===== src/rtl/ilst_pkg.sv =====
`timescale 1ns / 1ps
// ----------------------------------------------------------------------------
// ilst_pkg: shared definitions for the indexed list store
// Field widths, action codes and status codes of the request and response.
// ----------------------------------------------------------------------------
package ilst_pkg;

   localparam int ACTION_W = 4;
   localparam int POS_W    = 6;
   localparam int DATA_W   = 32;
   localparam int LEN_W    = 7;
   localparam int STATUS_W = 2;

   localparam logic [ACTION_W-1:0] ACT_ADD_BACK   = 4'd0;
   localparam logic [ACTION_W-1:0] ACT_ADD_FRONT  = 4'd1;
   localparam logic [ACTION_W-1:0] ACT_RM_FRONT   = 4'd2;
   localparam logic [ACTION_W-1:0] ACT_RM_BACK    = 4'd3;
   localparam logic [ACTION_W-1:0] ACT_PEEK_FRONT = 4'd4;
   localparam logic [ACTION_W-1:0] ACT_PEEK_BACK  = 4'd5;
   localparam logic [ACTION_W-1:0] ACT_PEEK_AT    = 4'd6;
   localparam logic [ACTION_W-1:0] ACT_INSERT_AT  = 4'd7;
   localparam logic [ACTION_W-1:0] ACT_RM_AT      = 4'd8;
   localparam logic [ACTION_W-1:0] ACT_REPLACE_AT = 4'd9;
   localparam logic [ACTION_W-1:0] ACT_CLEAR      = 4'd10;

   localparam logic [STATUS_W-1:0] STAT_OK    = 2'd0;
   localparam logic [STATUS_W-1:0] STAT_EMPTY = 2'd1;
   localparam logic [STATUS_W-1:0] STAT_FULL  = 2'd2;
   localparam logic [STATUS_W-1:0] STAT_RANGE = 2'd3;

endpackage


===== src/rtl/ilst_ram.sv =====
`timescale 1ns / 1ps
// ----------------------------------------------------------------------------
// ilst_ram: element storage of the indexed list store
// One write port and one read port; read data is registered.
// ----------------------------------------------------------------------------
module ilst_ram #(
   parameter int   DEPTH  = 64,
   parameter int   WIDTH  = 32,
   localparam int  ADDR_W = $clog2(DEPTH)
) (
   input  logic              clock,
   input  logic              wr_en,
   input  logic [ADDR_W-1:0] wr_addr,
   input  logic [WIDTH-1:0]  wr_data,
   input  logic              rd_en,
   input  logic [ADDR_W-1:0] rd_addr,
   output logic [WIDTH-1:0]  rd_data
);

   logic [WIDTH-1:0] mem [DEPTH];
   logic [WIDTH-1:0] rd_data_ff;

   always_ff @(posedge clock) begin
      if (wr_en) begin
         mem[wr_addr] <= wr_data;
      end
      if (rd_en) begin
         rd_data_ff <= mem[rd_addr];
      end
   end

   assign rd_data = rd_data_ff;

endmodule


===== src/rtl/indexed_list_store.sv =====
`timescale 1ns / 1ps
// ----------------------------------------------------------------------------
// indexed_list_store: bounded ordered list of words held in a RAM
// Add, remove, peek, insert, replace and clear; each request returns one
// response with read data, the new length and a status.
//
//   channel   ports                                      transfer
//   request   start, busy, req_action/position/data_in   start & !busy
//   response  rsp_valid, rsp_data_out/length/status      rsp_valid (1 cycle)
//
// Add back, remove back, replace, clear and every error respond in the
// cycle after the request. Peeks respond from the peek state, after the registered RAM read.
// Add front, remove front, insert and remove at a position move the
// elements behind the position one per cycle through the single RAM port
// pair, at most DEPTH - 1 of them, and respond once the last move and, for
// add front and insert, the write of the new word are done.
// Synchronous reset empties the list; the RAM contents are not cleared.
// The response cannot be stalled; busy holds off requests during peeks and moves.
// ----------------------------------------------------------------------------
module indexed_list_store #(
   parameter int DEPTH      = 64,
   parameter int ELEM_WIDTH = 32
) (
   input  logic                          clock,
   input  logic                          reset,
   input  logic                          start,
   output logic                          busy,
   input  logic [ilst_pkg::ACTION_W-1:0] req_action,
   input  logic [ilst_pkg::POS_W-1:0]    req_position,
   input  logic [ilst_pkg::DATA_W-1:0]   req_data_in,
   output logic                          rsp_valid,
   output logic [ilst_pkg::DATA_W-1:0]   rsp_data_out,
   output logic [ilst_pkg::LEN_W-1:0]    rsp_length,
   output logic [ilst_pkg::STATUS_W-1:0] rsp_status
);

   localparam int AW   = $clog2(DEPTH);
   localparam int CW   = $clog2(DEPTH + 1);
   localparam int CMPW = (CW > ilst_pkg::POS_W) ? CW : ilst_pkg::POS_W;

   localparam logic [1:0] S_IDLE  = 2'd0;
   localparam logic [1:0] S_PEEK  = 2'd1;
   localparam logic [1:0] S_SHIFT = 2'd2;

   logic [1:0]                    state_ff, state_in;
   logic [CW-1:0]                 count_ff, count_in;
   logic [AW-1:0]                 cur_ff, cur_in;
   logic [AW-1:0]                 last_ff, last_in;
   logic                          issue_ff, issue_in;
   logic                          pend_ff, pend_in;
   logic [AW-1:0]                 wa_ff, wa_in;
   logic                          open_ff, open_in;
   logic [AW-1:0]                 pos_ff, pos_in;
   logic [ELEM_WIDTH-1:0]         word_ff, word_in;
   logic                          rsp_valid_ff, rsp_valid_in;
   logic [ilst_pkg::DATA_W-1:0]   rsp_data_ff, rsp_data_in;
   logic [ilst_pkg::LEN_W-1:0]    rsp_length_ff, rsp_length_in;
   logic [ilst_pkg::STATUS_W-1:0] rsp_status_ff, rsp_status_in;

   logic                  wr_en;
   logic [AW-1:0]         wr_addr;
   logic [ELEM_WIDTH-1:0] wr_data;
   logic                  rd_en;
   logic [AW-1:0]         rd_addr;
   logic [ELEM_WIDTH-1:0] rd_data;

   logic            is_full;
   logic            is_empty;
   logic            pos_bad;
   logic [CMPW-1:0] pos_ext;
   logic [CMPW-1:0] cnt_ext;

   ilst_ram #(
      .DEPTH (DEPTH),
      .WIDTH (ELEM_WIDTH)
   ) u_ram (
      .clock   (clock),
      .wr_en   (wr_en),
      .wr_addr (wr_addr),
      .wr_data (wr_data),
      .rd_en   (rd_en),
      .rd_addr (rd_addr),
      .rd_data (rd_data)
   );

   assign is_full  = (count_ff == CW'(DEPTH));
   assign is_empty = (count_ff == '0);
   assign pos_ext  = CMPW'(req_position);
   assign cnt_ext  = CMPW'(count_ff);
   assign pos_bad  = (pos_ext >= cnt_ext);

   always_comb begin
      state_in      = state_ff;
      count_in      = count_ff;
      cur_in        = cur_ff;
      last_in       = last_ff;
      issue_in      = issue_ff;
      pend_in       = 1'b0;
      wa_in         = wa_ff;
      open_in       = open_ff;
      pos_in        = pos_ff;
      word_in       = word_ff;
      rsp_valid_in  = 1'b0;
      rsp_data_in   = '0;
      rsp_length_in = rsp_length_ff;
      rsp_status_in = rsp_status_ff;
      wr_en         = 1'b0;
      wr_addr       = wa_ff;
      wr_data       = rd_data;
      rd_en         = 1'b0;
      rd_addr       = cur_ff;

      unique case (state_ff)
         S_IDLE: begin
            if (start) begin
               rsp_status_in = ilst_pkg::STAT_OK;
               rsp_valid_in  = 1'b1;
               word_in       = ELEM_WIDTH'(req_data_in);
               pos_in        = AW'(req_position);
               unique case (req_action)
                  ilst_pkg::ACT_ADD_BACK: begin
                     if (is_full) begin
                        rsp_status_in = ilst_pkg::STAT_FULL;
                     end else begin
                        wr_en    = 1'b1;
                        wr_addr  = AW'(count_ff);
                        wr_data  = ELEM_WIDTH'(req_data_in);
                        count_in = count_ff + CW'(1);
                     end
                  end
                  ilst_pkg::ACT_ADD_FRONT: begin
                     if (is_full) begin
                        rsp_status_in = ilst_pkg::STAT_FULL;
                     end else begin
                        count_in     = count_ff + CW'(1);
                        open_in      = 1'b1;
                        pos_in       = '0;
                        issue_in     = !is_empty;
                        cur_in       = AW'(count_ff - CW'(1));
                        last_in      = '0;
                        rsp_valid_in = 1'b0;
                        state_in     = S_SHIFT;
                     end
                  end
                  ilst_pkg::ACT_RM_FRONT: begin
                     if (is_empty) begin
                        rsp_status_in = ilst_pkg::STAT_EMPTY;
                     end else begin
                        count_in     = count_ff - CW'(1);
                        open_in      = 1'b0;
                        issue_in     = (count_ff != CW'(1));
                        cur_in       = AW'(1);
                        last_in      = AW'(count_ff - CW'(1));
                        rsp_valid_in = 1'b0;
                        state_in     = S_SHIFT;
                     end
                  end
                  ilst_pkg::ACT_RM_BACK: begin
                     if (is_empty) begin
                        rsp_status_in = ilst_pkg::STAT_EMPTY;
                     end else begin
                        count_in = count_ff - CW'(1);
                     end
                  end
                  ilst_pkg::ACT_PEEK_FRONT: begin
                     if (is_empty) begin
                        rsp_status_in = ilst_pkg::STAT_EMPTY;
                     end else begin
                        rd_en        = 1'b1;
                        rd_addr      = '0;
                        rsp_valid_in = 1'b0;
                        state_in     = S_PEEK;
                     end
                  end
                  ilst_pkg::ACT_PEEK_BACK: begin
                     if (is_empty) begin
                        rsp_status_in = ilst_pkg::STAT_EMPTY;
                     end else begin
                        rd_en        = 1'b1;
                        rd_addr      = AW'(count_ff - CW'(1));
                        rsp_valid_in = 1'b0;
                        state_in     = S_PEEK;
                     end
                  end
                  ilst_pkg::ACT_PEEK_AT: begin
                     if (pos_bad) begin
                        rsp_status_in = ilst_pkg::STAT_RANGE;
                     end else begin
                        rd_en        = 1'b1;
                        rd_addr      = AW'(req_position);
                        rsp_valid_in = 1'b0;
                        state_in     = S_PEEK;
                     end
                  end
                  ilst_pkg::ACT_INSERT_AT: begin
                     if (is_full) begin
                        rsp_status_in = ilst_pkg::STAT_FULL;
                     end else if (pos_bad) begin
                        rsp_status_in = ilst_pkg::STAT_RANGE;
                     end else begin
                        count_in     = count_ff + CW'(1);
                        open_in      = 1'b1;
                        issue_in     = 1'b1;
                        cur_in       = AW'(count_ff - CW'(1));
                        last_in      = AW'(req_position);
                        rsp_valid_in = 1'b0;
                        state_in     = S_SHIFT;
                     end
                  end
                  ilst_pkg::ACT_RM_AT: begin
                     if (pos_bad) begin
                        rsp_status_in = ilst_pkg::STAT_RANGE;
                     end else begin
                        count_in     = count_ff - CW'(1);
                        open_in      = 1'b0;
                        issue_in     = ((pos_ext + CMPW'(1)) != cnt_ext);
                        cur_in       = AW'(req_position) + AW'(1);
                        last_in      = AW'(count_ff - CW'(1));
                        rsp_valid_in = 1'b0;
                        state_in     = S_SHIFT;
                     end
                  end
                  ilst_pkg::ACT_REPLACE_AT: begin
                     if (pos_bad) begin
                        rsp_status_in = ilst_pkg::STAT_RANGE;
                     end else begin
                        wr_en   = 1'b1;
                        wr_addr = AW'(req_position);
                        wr_data = ELEM_WIDTH'(req_data_in);
                     end
                  end
                  ilst_pkg::ACT_CLEAR: begin
                     count_in = '0;
                  end
                  default: begin
                     count_in = count_ff;
                  end
               endcase
               rsp_length_in = ilst_pkg::LEN_W'(count_in);
            end
         end
         S_PEEK: begin
            rsp_valid_in  = 1'b1;
            rsp_data_in   = ilst_pkg::DATA_W'(rd_data);
            rsp_status_in = ilst_pkg::STAT_OK;
            rsp_length_in = ilst_pkg::LEN_W'(count_ff);
            state_in      = S_IDLE;
         end
         S_SHIFT: begin
            rd_en    = issue_ff;
            rd_addr  = cur_ff;
            wr_en    = pend_ff;
            wr_addr  = wa_ff;
            wr_data  = rd_data;
            pend_in  = issue_ff;
            wa_in    = open_ff ? (cur_ff + AW'(1)) : (cur_ff - AW'(1));
            issue_in = issue_ff && (cur_ff != last_ff);
            cur_in   = open_ff ? (cur_ff - AW'(1)) : (cur_ff + AW'(1));
            if (!issue_ff && !pend_ff) begin
               if (open_ff) begin
                  wr_en   = 1'b1;
                  wr_addr = pos_ff;
                  wr_data = word_ff;
               end
               rsp_valid_in  = 1'b1;
               rsp_status_in = ilst_pkg::STAT_OK;
               rsp_length_in = ilst_pkg::LEN_W'(count_ff);
               state_in      = S_IDLE;
            end
         end
         default: begin
            state_in = S_IDLE;
         end
      endcase
   end

   always_ff @(posedge clock) begin
      if (reset) begin
         state_ff     <= S_IDLE;
         count_ff     <= '0;
         issue_ff     <= 1'b0;
         pend_ff      <= 1'b0;
         rsp_valid_ff <= 1'b0;
      end else begin
         state_ff     <= state_in;
         count_ff     <= count_in;
         issue_ff     <= issue_in;
         pend_ff      <= pend_in;
         rsp_valid_ff <= rsp_valid_in;
      end
   end

   always_ff @(posedge clock) begin
      cur_ff        <= cur_in;
      last_ff       <= last_in;
      wa_ff         <= wa_in;
      open_ff       <= open_in;
      pos_ff        <= pos_in;
      word_ff       <= word_in;
      rsp_data_ff   <= rsp_data_in;
      rsp_length_ff <= rsp_length_in;
      rsp_status_ff <= rsp_status_in;
   end

   assign busy         = (state_ff != S_IDLE);
   assign rsp_valid    = rsp_valid_ff;
   assign rsp_data_out = rsp_data_ff;
   assign rsp_length   = rsp_length_ff;
   assign rsp_status   = rsp_status_ff;

   a_count_bound: assert property (@(posedge clock) disable iff (reset)
      count_ff <= CW'(DEPTH))
      else $error("Element count exceeds the list depth.");

   a_accept_progress: assert property (@(posedge clock) disable iff (reset)
      (start && !busy) |=> (rsp_valid || busy))
      else $error("Accepted request neither responded nor started work.");

   a_shift_no_clash: assert property (@(posedge clock) disable iff (reset)
      (state_ff == S_SHIFT && wr_en && rd_en) |-> (wr_addr != rd_addr))
      else $error("Element move reads and writes the same entry.");

   a_full_status: assert property (@(posedge clock) disable iff (reset)
      (rsp_valid && rsp_status == ilst_pkg::STAT_FULL) |-> (count_ff == CW'(DEPTH)))
      else $error("Full status reported while the list has room.");

   a_empty_status: assert property (@(posedge clock) disable iff (reset)
      (rsp_valid && rsp_status == ilst_pkg::STAT_EMPTY) |-> (rsp_length == '0))
      else $error("Empty status reported with a nonzero length.");

endmodule

===== config.mk =====
export PLATFORM = sky130hd
export DESIGN_NAME = indexed_list_store
export DESIGN_NICKNAME = d
export VERILOG_FILES = /design/src/rtl/ilst_pkg.sv /design/src/rtl/ilst_ram.sv /design/src/rtl/indexed_list_store.sv
export SDC_FILE = /design/constraint.sdc
export NUM_CORES = 2
export LEC_CHECK = 0
export BUFFER_PORTS_ARGS = -buffer_cell sky130_fd_sc_hd__buf_4
export CORE_UTILIZATION = 35
export DETAILED_ROUTE_END_ITERATION = 8
export GPL_ROUTABILITY_DRIVEN = 1
export GPL_TIMING_DRIVEN = 0
export HOLD_SLACK_MARGIN = 0.03
export PLACE_DENSITY = 0.6
export RECOVER_POWER = 50
export SETUP_SLACK_MARGIN = 0.05
export SKIP_CTS_REPAIR_TIMING = 1
export SYNTH_ARGS = -nofsm -noshare
export SYNTH_HDL_FRONTEND = slang
export SYNTH_HIERARCHICAL = 1
export SYNTH_SLANG_ARGS = --single-unit

===== constraint.sdc =====
create_clock -name clock -period 9.7 [get_ports clock]
set_input_delay 1.94 -clock clock [delete_from_list [all_inputs] [get_ports clock]]
set_output_delay 1.94 -clock clock [all_outputs]
set_load 0.02 [all_outputs]

# Word level (Yosys, flattened, before mapping)

Memories as Yosys holds them, arrays and structs flattened. A register that Yosys moved wholly into a read port is not among the register bits.
Cells that the tools add are included.

Magnitude comparators: 1
Equal/unequal tests: 32
Reduce and logical (&&, ||, !) cells: 25
Muxes and demuxes: 96
Add/subtract/negate cells: 6
Bitwise operators: 1

Operators with widths:

| operator              | number |
|---|---|
| $mux W32              | 5 |
| $mux W6               | 24 |
| $pmux W32 S2          | 2 |
| $mux W7               | 7 |
| $pmux W6 S4           | 2 |
| $pmux W6 S2           | 3 |
| $pmux W7 S5           | 1 |
| $mux W1               | 25 |
| $mux W2               | 12 |
| $reduce_and A8 Y1     | 3 |
| $ne A3 B3 Y1 const B  | 7 |
| $pmux W7 S3           | 1 |
| $pmux W6 S3           | 1 |
| $eq A4 B3 Y1 const B  | 4 |
| $ne A2 B2 Y1 const B  | 7 |
| $add A6 B1 Y6 const B | 2 |
| $eq A4 B4 Y1 const B  | 3 |
| $pmux W1 S4           | 3 |
| $pmux W2 S6           | 1 |
| $pmux W1 S2           | 5 |
| $reduce_or A2 Y1      | 5 |
| $eq A4 B2 Y1 const B  | 2 |
| $pmux W2 S4           | 1 |
| $add A6 B1 Y7 const B | 1 |
| other kinds (29)      | 34 |

Register bits after elaboration: 110
RAM bits: 2048
Output and inout bits: 43
Logic and storage cells: 176
Memories kept: 1
Bits of input ports: 45

Memories:

| name      | words | bits a word | rd ports | clocked after memory_dff | write ports | line           | text |
|---|---|---|---|---|---|---|---|
| u_ram.mem | 64    | 32          | 1        | 1                        | 1           | ilst_ram.sv:20 | `logic [WIDTH-1:0] mem [DEPTH];` |

# Longest topological paths before layout

Depth after elaboration: 7
Gate-level depth with buffers: 20

# By module

The synthesis kept the hierarchy.

By module, submodules not included:

| module             | cells an instance | sequential area each (um^2) | instances | area an instance (um^2) |
|---|---|---|---|---|
| ilst_ram           | 3511              | 62459.9                     | 1         | 79359.9 |
| indexed_list_store | 744               | 2862.7                      | 1         | 6859.1 |

# Worst setup path before layout

Ideal clock, no wire load.

Path kind: input to register
From: input port req_position[0] (netlist name)
To: memory u_ram.mem[28][0] (enable)
Slack: 2.816 ns
Arrival time: 6.463 ns
Stages on the path: 15
Buffers on the path: 4
Library setup time: 0.421 ns
Cells stage by stage: inv_1 ha_1 nand2b_1 a211o_1 a21oi_1 clkbuf_1 clkbuf_1 a21oi_1 o21a_1 o21ai_0 clkbuf_1 or3b_2 or2_2 clkbuf_1 nor2_1

RTL lines:

| element              | line                      | text |
|---|---|---|
| start: declaration   | indexed_list_store.sv:29  | `input logic [ilst_pkg::POS_W-1:0] req_position,` |
| $ge A6 B7 Y1         | indexed_list_store.sv:90  | `assign pos_bad = (pos_ext >= cnt_ext);` |
| $mux W6              | indexed_list_store.sv:224 | `if (pos_bad) begin` |
| $pmux W6 S2          | indexed_list_store.sv:120 | `unique case (req_action)` |
| $mux W6              | indexed_list_store.sv:115 | `if (start) begin` |
| $pmux W6 S2          | indexed_list_store.sv:113 | `unique case (state_ff)` |
| named net wr_addr[2] | indexed_list_store.sv:61  | `logic [AW-1:0] wr_addr;` |
| end: declaration     | ilst_ram.sv:20            |  |

The timed path passes the listed nets, and every way through them passes these cells.

# Worst setup path in the final report

From: input port req_position[0] (netlist name)
To: register u_ram.rd_data_ff[6], in the netlist u_ram/rd_data[6] (read register of u_ram.mem), data pin

Longest elaborated chain between the ends: 5

RTL lines:

| element              | line                      | text |
|---|---|---|
| $ge A6 B7 Y1         | indexed_list_store.sv:90  |  |
| $mux W6              | indexed_list_store.sv:186 | `if (pos_bad) begin` |
| $pmux W6 S3          | indexed_list_store.sv:120 |  |
| $mux W6              | indexed_list_store.sv:115 |  |
| $mux W6              | indexed_list_store.sv:113 |  |
| named net rd_addr[3] | indexed_list_store.sv:64  | `logic [AW-1:0] rd_addr;` |
| end: declaration     | ilst_ram.sv:21            | `logic [WIDTH-1:0] rd_data_ff;` |

The timed path passes the listed nets, and every way through them passes these cells.
A chain may end at the register's enable or synchronous reset.

==> results.yml <==
timing:
  finalCritPeriodShare: 0.959
  worst-slew-pin-transition_ps: 4450
  relSlewSlack: -2.00
  finalClockSkew_ps: 63.2
  fin_crit_ps: 9300
  setup_viol: 0
  maxSlewViolCount: 2020
  grt_setup_unrepaired: "false"
  setup_tns_ps: 0
  hold_ws_ps: 504
  finalHoldViolations: 0
  setup_slack_ps: 400
  clock.fmax_mhz: 108
place:
  place_ws_ps: -37.5
  placedCellCount: 7652
  dp_hpwl_um: 178000
  post_dp_cell_area_mm2: 0.0940
  gp_congestion: 0.909
  io_buffer_count: 86
global_route:
  grtUsageMet1: 0.287
  grt_max_degree: 49
  grtUsageMet3: 0.0481
  grt_pass1_wl_um: 364000
  overflow: 0
  antenna_found_initial: 13
  gr-max-usage-layer: "met2"
  track_usage: 0.209
  grtUsageMet2: 0.325
  grt_pass1_vias: 45900
worst_setup_path:
  worst-path-stages: 16
  r2r_cells: 16
  start_kind: "input pin"
  crit_family: "compound AO/OA/AOI/OAI gates"
  slowest_delay_ps: 1190
  crit_type: "in -> reg"
  crit_top_cell: "clkbuf_1"
  crit_slowest_cell: "o21ai_0"
  critPathArrivalTime_ps: 9860
  cp-end-kind: "flop"
  cp_num_buf_inv: 6
  cp_cell_sequence: "buf_4 > inv_1 > ha_1 > nand2b_1 > a211o_1 > a21o_1 > clkbuf_1 > nor2_1 > a21oi_1 > o21ai_0 > buf_2 > clkbuf_1 > clkbuf_1 > a211oi_1 > o21ai_0 > and3_1"
  cp_max_fo: 10
  worstPathRequired_ps: 10260
power:
  leakagePower_nw: 31.0
  p_total_mw: 21.2
  power_density_mw_per_mm2: 213
  vdd_drop_max_mv: 0.191
floorplan:
  rows: 181
  die_h_um: 498
  start_util: 0.353
  io_pins: 88
  dieArea_mm2: 0.248
  fp.dieW_um: 498
  core_area_mm2: 0.244
layout:
  drive_above_1_share: 0.214
  finalNonFillerCells: 8052
  nets: 4732
  area_growth_pct: 15.3
  final_core_util: 0.407
  design_area_mm2: 0.0994
detailed_routing:
  wl_per_cell_um: 32.7
  first_pass_iters: 5
  num_vias: 47100
  viasPerCell: 5.85
  ant_nets: 0
  post-route-drc-count: 0
  drtIter0Drc: 7073
  wl_um: 263000
clock_network:
  clk_pin_slew_ps: 70
  clk_latency_ps: 890
  cts_root_buf: "clkbuf_16"
  cts_tree: "built"
  clkSinkCount: 2190
  clockBufferDepth: 3
  cts_buffers: 219
  htreeDepth: 4
run_status:
  violations: "max-capacitance violations, max-slew violations"
  outcome: "finished, violations left"
min_path:
  hold_path.class: "reg -> reg"
  whs_path_depth: 2
synth:
  synthesis.area_mm2: 0.0862
  syn_inst: 4255
  ys_warn_count: 6
  synth-main-ff-cell: "edfxtp_1"
  yosysUniqueCellTypes: 82
  synth-edff-count: 2146
  ys_async_sr_fraction: 0
  avgSynthCellArea_um2: 20.3
  syn_nets: 4316
  ys_seq_area_frac: 0.758
  ys_ff_latch: 2190
job:
  max_cap_viol_count: 65
-- cells in the final DEF, fill, tap and decap left out, drive strengths merged, types with 28 or more instances in the layout --
cell type / netlist / routed
buf: 145 / 217
inv: 25 / 32
mux2i: 198 / 198
o21ai: 96 / 96
a31oi: 28 / 28
a211oi: 28 / 28
clkbuf: 121 / 510
dfxtp: 44 / 44
o21a: 37 / 37
and2: 38 / 38
nand3: 67 / 67
nand2: 63 / 63
mux4: 446 / 446
clkinv: 3 / 112
o22ai: 53 / 53
a21oi: 67 / 67
nor2: 137 / 137
a22oi: 201 / 201
edfxtp: 2146 / 2146
-- power by group --
part | switching (mW) | leakage, nW | internal [mW]
clock | 3.68 | 3.31 | 4.41
combinational | 1.67 | 7.99 | 0.605
sequential | 0.0223 | 19.7 | 10.8
-- final timing paths --
| check | slack (ps) | start | endpoint |
|---|---|---|---|
| hold / removal | 500 | issue_ff | pend_ff |
| setup reg to reg | 750 | cnt_ext[4] | u_ram/rd_data[6] |
| setup / recovery | 400 | req_position[0] | u_ram/rd_data[6] |
| hold reg to reg | 500 | issue_ff | pend_ff |
-- registers in the layout, indices dropped and copies added, names as in the netlist, 2 cells and up --
| name | cells |
|---|---|
| cnt_ext | 7 |
| cur_ff | 6 |
| last_ff | 6 |
| pos_ff | 6 |
| rsp_data_out | 32 |
| rsp_length | 7 |
| rsp_status | 2 |
| state_ff | 2 |
| u_ram/mem | 2048 |
| u_ram/rd_data | 32 |
| wa_ff | 6 |
| word_ff | 32 |
-- Yosys cell counts, types with 16 or more instances --
| library cell | n | area (um^2) |
|---|---|---|
| and2_1 | 38 | 238 |
| nor2_1 | 137 | 514 |
| a21oi_1 | 66 | 330 |
| xnor2_1 | 21 | 184 |
| inv_1 | 25 | 93.8 |
| o21a_1 | 37 | 278 |
| o21ai_0 | 93 | 465 |
| mux2i_1 | 198 | 1980 |
| nand3_1 | 67 | 335 |
| a22oi_1 | 201 | 1510 |
| o221ai_1 | 18 | 158 |
| nor3_1 | 25 | 125 |
| o22ai_1 | 53 | 332 |
| edfxtp_1 | 2146 | 64400 |
| nand2_1 | 62 | 233 |
| o211ai_1 | 18 | 135 |
| buf_4 | 28 | 210 |
| a31oi_1 | 28 | 175 |
| a22o_1 | 16 | 140 |
| dfxtp_1 | 44 | 881 |
| mux4_2 | 446 | 10000 |
| nor2b_1 | 23 | 144 |
| clkbuf_1 | 120 | 450 |
| ha_1 | 16 | 200 |
| buf_2 | 62 | 310 |
| buf_6 | 36 | 405 |
| a211oi_1 | 27 | 203 |
-- area by class of cell --
cell class	count	area, um^2
Antenna cell	5	12.5
Buffer	266	1550
Clock buffer	266	5690
Clock inverter	129	1120
Fill cell	21500	145000
Inverter	28	106
Multi-Input combinational cell	1771	19700
Sequential cell	2190	65300
Tap cell	3202	4010
Timing Repair Buffer	195	1890
-- cells by family after synthesis --
family | count (synthesis) | share of synthesized area
simple gates | 427 | 0.0247
flops | 2190 | 0.758
buf+inv | 294 | 0.0193
fa+ha+maj | 16 | 0.00232
mux | 646 | 0.140
xor+xnor | 32 | 0.00325
compound gates | 650 | 0.0530
-- worst register-to-register path, stage by stage, from the launching register on --
cell and delay, ps:
dfxtp_1 360, clkbuf_1 510, inv_1 300, ha_1 370
a211oi_1 250, nor3_1 110, a21o_1 290, clkbuf_1 360
nor2_1 380, a21oi_1 120, o21ai_0 1190, buf_2 690
clkbuf_1 1030, clkbuf_1 800, a211oi_1 100, o21ai_0 1120
and3_1 700
-- metal layers --
| layer | up-vias | wire length (um) |
|---|---|---|
| met2 | 2814 | 121000 |
| met5 | - | 13 |
| met1 | 25100 | 103000 |
| met3 | 468 | 29200 |
| met4 | 2 | 10100 |
| li1 | 18700 | - |
Power figures use the tool's default switching activity.
